File: src/hdl/uer_pkg.sv
// Shared types and constants for the ultrasonic echo ranger.
// Used by the channel interfaces, the sequencer and the top level.
package uer_pkg;

	// Counter width default and field widths
	localparam int COUNT_BITS_DEF = 20;
	localparam int TW_W           = 8;
	localparam int WIN_W          = 20;
	localparam int MAXE_W         = 20;
	localparam int BACKOFF_W      = 3;
	localparam int GAIN_W         = 17;
	localparam int OFFSET_W       = 25;
	localparam int HEIGHT_W       = 13;
	localparam int FRAC_BITS      = 16;

	// Configuration port
	localparam int CFG_IDX_W  = 3;
	localparam int CFG_DATA_W = OFFSET_W;

	localparam logic [CFG_IDX_W-1:0] REG_TRIGGER_WIDTH  = 3'd0;
	localparam logic [CFG_IDX_W-1:0] REG_WAIT_WINDOW    = 3'd1;
	localparam logic [CFG_IDX_W-1:0] REG_MAX_ECHO       = 3'd2;
	localparam logic [CFG_IDX_W-1:0] REG_BACKOFF_CYCLES = 3'd3;
	localparam logic [CFG_IDX_W-1:0] REG_GAIN_Q16       = 3'd4;
	localparam logic [CFG_IDX_W-1:0] REG_OFFSET_Q16     = 3'd5;

	// Register reset values
	localparam logic [TW_W-1:0]             TRIGGER_WIDTH_RST  = 8'd15;
	localparam logic [WIN_W-1:0]            WAIT_WINDOW_RST    = 20'd6000;
	localparam logic [MAXE_W-1:0]           MAX_ECHO_RST       = 20'd25000;
	localparam logic [BACKOFF_W-1:0]        BACKOFF_CYCLES_RST = 3'd5;
	localparam logic [GAIN_W-1:0]           GAIN_Q16_RST       = 17'd11436;
	localparam logic signed [OFFSET_W-1:0]  OFFSET_Q16_RST     = -25'sd9181594;

	localparam logic [HEIGHT_W-1:0] HEIGHT_MAX = 13'd8191;

	typedef struct packed {
		logic [TW_W-1:0]            trigger_width;
		logic [WIN_W-1:0]           wait_window;
		logic [MAXE_W-1:0]          max_echo;
		logic [BACKOFF_W-1:0]       backoff_cycles;
		logic [GAIN_W-1:0]          gain_q16;
		logic signed [OFFSET_W-1:0] offset_q16;
	} uer_cfg_t;

	// Per-item status from the sequencer
	typedef struct packed {
		logic trig;
		logic upd;
		logic tout;
		logic backoff;
	} uer_flags_t;

	typedef enum logic [1:0] {
		PH_TRIGGER,
		PH_WAIT,
		PH_BACKOFF
	} uer_phase_t;

endpackage

File: src/hdl/uer_seq.sv
// Measurement sequencer: trigger, wait window and backoff phases, tick counters.
// Depends on uer_pkg for the phase enum, config and flag structs.
module uer_seq import uer_pkg::*; #(
	parameter int COUNT_BITS = COUNT_BITS_DEF
) (
	input  logic                  clk,
	input  logic                  arst_n,
	input  logic                  step,
	input  logic                  level,
	input  uer_cfg_t              cfg,
	output uer_flags_t            flags,
	output logic [COUNT_BITS-1:0] count
);

	localparam int CMP_W = (COUNT_BITS > WIN_W) ? COUNT_BITS : WIN_W;
	localparam logic [COUNT_BITS-1:0] LIMIT = '1;

	uer_phase_t            phase_q, phase_d;
	logic [COUNT_BITS-1:0] pt_q, pt_d, et_q, et_d;
	logic                  seen_q, seen_d;
	logic [BACKOFF_W-1:0]  skip_q, skip_d, skip_dec;

	logic [COUNT_BITS-1:0] pt_inc, et_inc;
	logic [CMP_W-1:0]      win, tw;
	logic                  win_end, trig_end, below_max, done;

	// Saturating increments and window compares
	assign pt_inc    = (pt_q == LIMIT) ? LIMIT : pt_q + 1'b1;
	assign et_inc    = (et_q == LIMIT) ? LIMIT : et_q + 1'b1;
	assign win       = (cfg.wait_window == '0) ? CMP_W'(1) : CMP_W'(cfg.wait_window);
	assign tw        = (cfg.trigger_width == '0) ? CMP_W'(1) : CMP_W'(cfg.trigger_width);
	assign win_end   = CMP_W'(pt_inc) >= win;
	assign trig_end  = CMP_W'(pt_inc) >= tw;
	assign below_max = CMP_W'(et_q) < CMP_W'(cfg.max_echo);
	assign skip_dec  = (skip_q != '0) ? skip_q - 1'b1 : skip_q;
	assign count     = et_q;

	// Hold state between accepted items
	always_ff @(posedge clk or negedge arst_n) begin
		if (!arst_n) begin
			phase_q <= PH_TRIGGER;
			pt_q    <= '0;
			et_q    <= '0;
			seen_q  <= 1'b0;
			skip_q  <= '0;
		end else if (step) begin
			phase_q <= phase_d;
			pt_q    <= pt_d;
			et_q    <= et_d;
			seen_q  <= seen_d;
			skip_q  <= skip_d;
		end
	end

	// Next state and per-tick flags
	always_comb begin
		phase_d = phase_q;
		pt_d    = pt_q;
		et_d    = et_q;
		seen_d  = seen_q;
		skip_d  = skip_q;
		flags   = '0;
		done    = 1'b0;
		case (phase_q)
			PH_WAIT: begin
				pt_d = pt_inc;
				if (!seen_q) begin
					if (level) begin
						seen_d = 1'b1;
						et_d   = COUNT_BITS'(1);
					end
				end else if (level) begin
					et_d = et_inc;
				end else begin
					// falling edge closes the measurement
					done      = 1'b1;
					seen_d    = 1'b0;
					flags.upd = below_max;
					skip_d    = '0;
					phase_d   = PH_TRIGGER;
					pt_d      = '0;
				end
				if (!done && win_end) begin
					flags.tout = 1'b1;
					seen_d     = 1'b0;
					skip_d     = cfg.backoff_cycles;
					phase_d    = (cfg.backoff_cycles != '0) ? PH_BACKOFF : PH_TRIGGER;
					pt_d       = '0;
				end
			end
			PH_BACKOFF: begin
				flags.backoff = 1'b1;
				skip_d        = skip_dec;
				if (skip_dec == '0) begin
					phase_d = PH_TRIGGER;
					pt_d    = '0;
				end
			end
			default: begin
				flags.trig = 1'b1;
				pt_d       = pt_inc;
				if (trig_end) begin
					phase_d = PH_WAIT;
					pt_d    = '0;
					et_d    = '0;
					seen_d  = 1'b0;
				end
			end
		endcase
	end

endmodule

File: config.mk
export PLATFORM = sky130hd
export DESIGN_NAME = uer_seq
export DESIGN_NICKNAME = d
export VERILOG_FILES = /design/src/hdl/uer_pkg.sv /design/src/hdl/uer_seq.sv
export SDC_FILE = /design/constraint.sdc
export NUM_CORES = 1
export LEC_CHECK = 0
export BUFFER_PORTS_ARGS = -buffer_cell sky130_fd_sc_hd__buf_2
export CAP_MARGIN = 40
export CORE_MARGIN = 2
export CORE_UTILIZATION = 40
export CTS_CLUSTER_DIAMETER = 150
export DETAILED_ROUTE_END_ITERATION = 7
export PLACE_DENSITY = 0.76
export SLEW_MARGIN = 20
export SYNTH_ARGS = -nofsm -noshare
export SYNTH_HDL_FRONTEND = slang
export SYNTH_SLANG_ARGS = --single-unit
File: constraint.sdc
create_clock -name clk -period 4.47 [get_ports clk]
set_clock_uncertainty 0.1 [all_clocks]
set_input_delay 0.894 -clock clk [delete_from_list [all_inputs] [get_ports clk]]
set_output_delay 0.894 -clock clk [all_outputs]
set_load 0.005 [all_outputs]
==> results.toml <==
[run_status]
status = "complete, no violations"

[yosys]
synthMuxAreaShare_pct = 1.33
async_reset_ff_share_pct = 100
yosys.area.top_type = "dfrtp_1"
synth-compound-area-share_pct = 22.8
post_synth.cell_area_avg_sq_um = 8.13
synth_edf_count = 0
synth_seq_cells = 46
synth_xor_area_share_pct = 2.62
synth_simple_gate_area_share_pct = 22.6
syn_nets = 683
synth_fa_ha_area_share_pct = 15.2
synthTopCellsByArea = "dfrtp_1 (27%), ha_1 (15%), inv_1 (6.2%)"
syn_inst = 534
yosysTopAreaCellShare_pct = 26.5
seq_area_frac_synth_pct = 26.5
yosysMostFrequentCell = "inv_1"
synth_ff_type = "dfrtp_1"
synth_cell_type_count = 70
synth_common_cells = "inv_1 (72), ha_1 (52), nand2_1 (52)"
synth_top_family_by_area = "compound AO/OA/AOI/OAI gates"
yosys_warnings = 0
synth_area_sq_um = 4340

[timing]
finalCritPeriodShare_pct = 96.4
fin_ws_ns = 0.159
worst_slew_pin_slew_ns = 0.655
final_hold_viol_count = 0
report.final.setup_viol = 0
fin_setup_tns_ns = 0
clock.fmax_mhz = 232
fin_crit_ns = 4.31
slew_violations = 0
relSlewSlack_pct = 56.0

[critical_path]
path_depth = 13
worstSetupPathType = "register to output pin"
path_buf_inv = 2
crit_path_max_fanout = 8
crit_path_cell_trace = "nand4_2, nor3_2, buf_4, and2_1, or3b_2, ha_1, nand3_1, nand2_1, a41oi_1, maj3_1, o21ai_2, nor2b_2, buf_2"
setup.worst_path.start_class = "register"
cpLargestDelayFamily = "simple AND/OR/NAND/NOR gates"
cp-end-kind = "output pin"
crit_slowest_cell = "or3b_2"
crit_arrival_ns = 3.32
critical_path_required_ns = 3.48
critPathMaxStageDelay_ns = 0.52
rr_worst_depth = 15

[cells_and_area]
final_area_sq_um = 5190
synthToLayoutAreaGrowth_pct = 19.6
fillers = 1027
stdcell_count = 766
num-nets-final = 774
drive_above_1_share_pct = 25.6
insertedDiodeCount = 0

[clock_tree]
cts_buffers = 5
clkTransAtPathRegs_ns = 0.10
clock_path_buffers = 2
htree_levels = 2
postCtsHoldBufs = 0
clock_tree.root_cell = "clkbuf_8"
clock_latency_ns = 0.31
cts_sinks = 46
cts_tree = "yes"

[floorplan]
row_count = 38
die_h_um = 108
ioPinCount = 121
die_w_um = 108
coreArea_sq_um = 10700
start_util_pct = 40.6
dieArea_sq_um = 11700

[global_route]
grt_start_max_net_pins = 31
groute.usage.overall_pct = 20.1
grt_pass1_wl_mm = 19.3
grt_pass1_vias = 4228
overflow = 0
antenna_found_initial = 0

[routing]
drtPass1Iterations = 5
detail_route.iter0.violations = 259
vias_per_cell = 5.64
drtAntennaViolNets = 0
routed_wl_mm = 11.5
num_vias = 4318
wl_per_cell_um = 15.1
drc = 0

[hold_path]
hold_path_class = "input port to async pin"

[placement]
placed_cells = 752
place_area_sq_um = 4980
dp_hpwl_mm = 8.77
io_buffers = 78
place.gp.congestion = 0.895
post-place-ws_ns = 0.0952

[job]
cap_viol_max_count = 0

[power_and_ir_drop]
peakVddDrop_v = 0.000124
powerDensity_nw_per_um2 = 251
power_leakage_nw = 2.64
total_power_mw = 1.30
## per-layer routing
layer,vias up,global-route usage (%),wire length (um)
li1,2101,-,-
met1,2070,26.1,5020
met2,126,34.4,5700
met3,21,2.47,576
met4,0,6.87,236
met5,-,0,0
## cells by family (layout without fill, tap and decap cells)
| group | count (synthesis) | after routing |
|---|---|---|
| AOI/OAI and AO/OA | 145 | 145 |
| xor gates and xnor gates | 13 | 13 |
| adders and majority gates | 53 | 53 |
| buffers and inverters | 94 | 186 |
| DFF | 46 | 46 |
| muxes | 5 | 5 |
| and+or+nand+nor | 178 | 178 |
## report_power, final
group | internal [mW] | total (mW) | leakage (nW) | switching [mW]
clock | 0.110 | 0.272 | 0.0441 | 0.162
sequential | 0.455 | 0.506 | 0.624 | 0.0508
combinational | 0.231 | 0.526 | 1.97 | 0.295
total | 0.797 | 1.30 | 2.64 | 0.507
## cells in the final DEF, fill, tap and decap left out, types with 15 or more instances in the layout
| cell | count |
|---|---|
| buf_2 | 78 |
| inv_1 | 72 |
| nand2_1 | 52 |
| ha_1 | 52 |
| dfrtp_1 | 42 |
| a21oi_1 | 39 |
| o21ai_0 | 29 |
| buf_4 | 26 |
| nor2_1 | 25 |
| nand3_1 | 21 |
| a22o_1 | 15 |
## what timing repair did
action / CTS / global route
gates resized for setup: 1 / 17
pin swaps: 1 / 2
setup endpoints to repair: 1 / 4
setup buffers: 4 / 2
## state kept, by name, summed over array words and instances, names as in the netlist
signal,count
count,20
pt_q,20
skip_q,3
phase_q,2
seen_q,1
## stage by stage
stage | hold WS [ns] | util (%)
2_1_floorplan | 0.371 | -
5_1_grt | 0.434 | 48.5
3_5_place_dp | 0.411 | 46.5
4_1_cts | 0.421 | 47.7
6_report | 0.409 | 48.5
3_3_place_gp | 0.397 | 46.3
## cell type report
cell class              count  area, sq um  share of cell area, %
multi-input cells         394         2870                   55.4
flip-flops and latches     46         1160                   22.3
repair buffers            106          626                   12.1
inverters                  72          270                   5.21
well taps                 140          175                   3.37
clock buffers               5         68.8                   1.33
clock inverters             3         21.3                  0.410
## path summary, 6_finish.rpt
kind,from,endpoint,slack (ns)
setup / recovery,pt_q[14],flags[1],0.16
hold / removal,arst_n,count[8],0.41
setup reg to reg,pt_q[3],pt_q[1],0.46
hold reg to reg,skip_q[1],skip_q[1],0.44
max in group asynchronous,arst_n,pt_q[12],3.32
min in group clk,skip_q[1],skip_q[1],0.44
(Power assumes the default switching activity.)
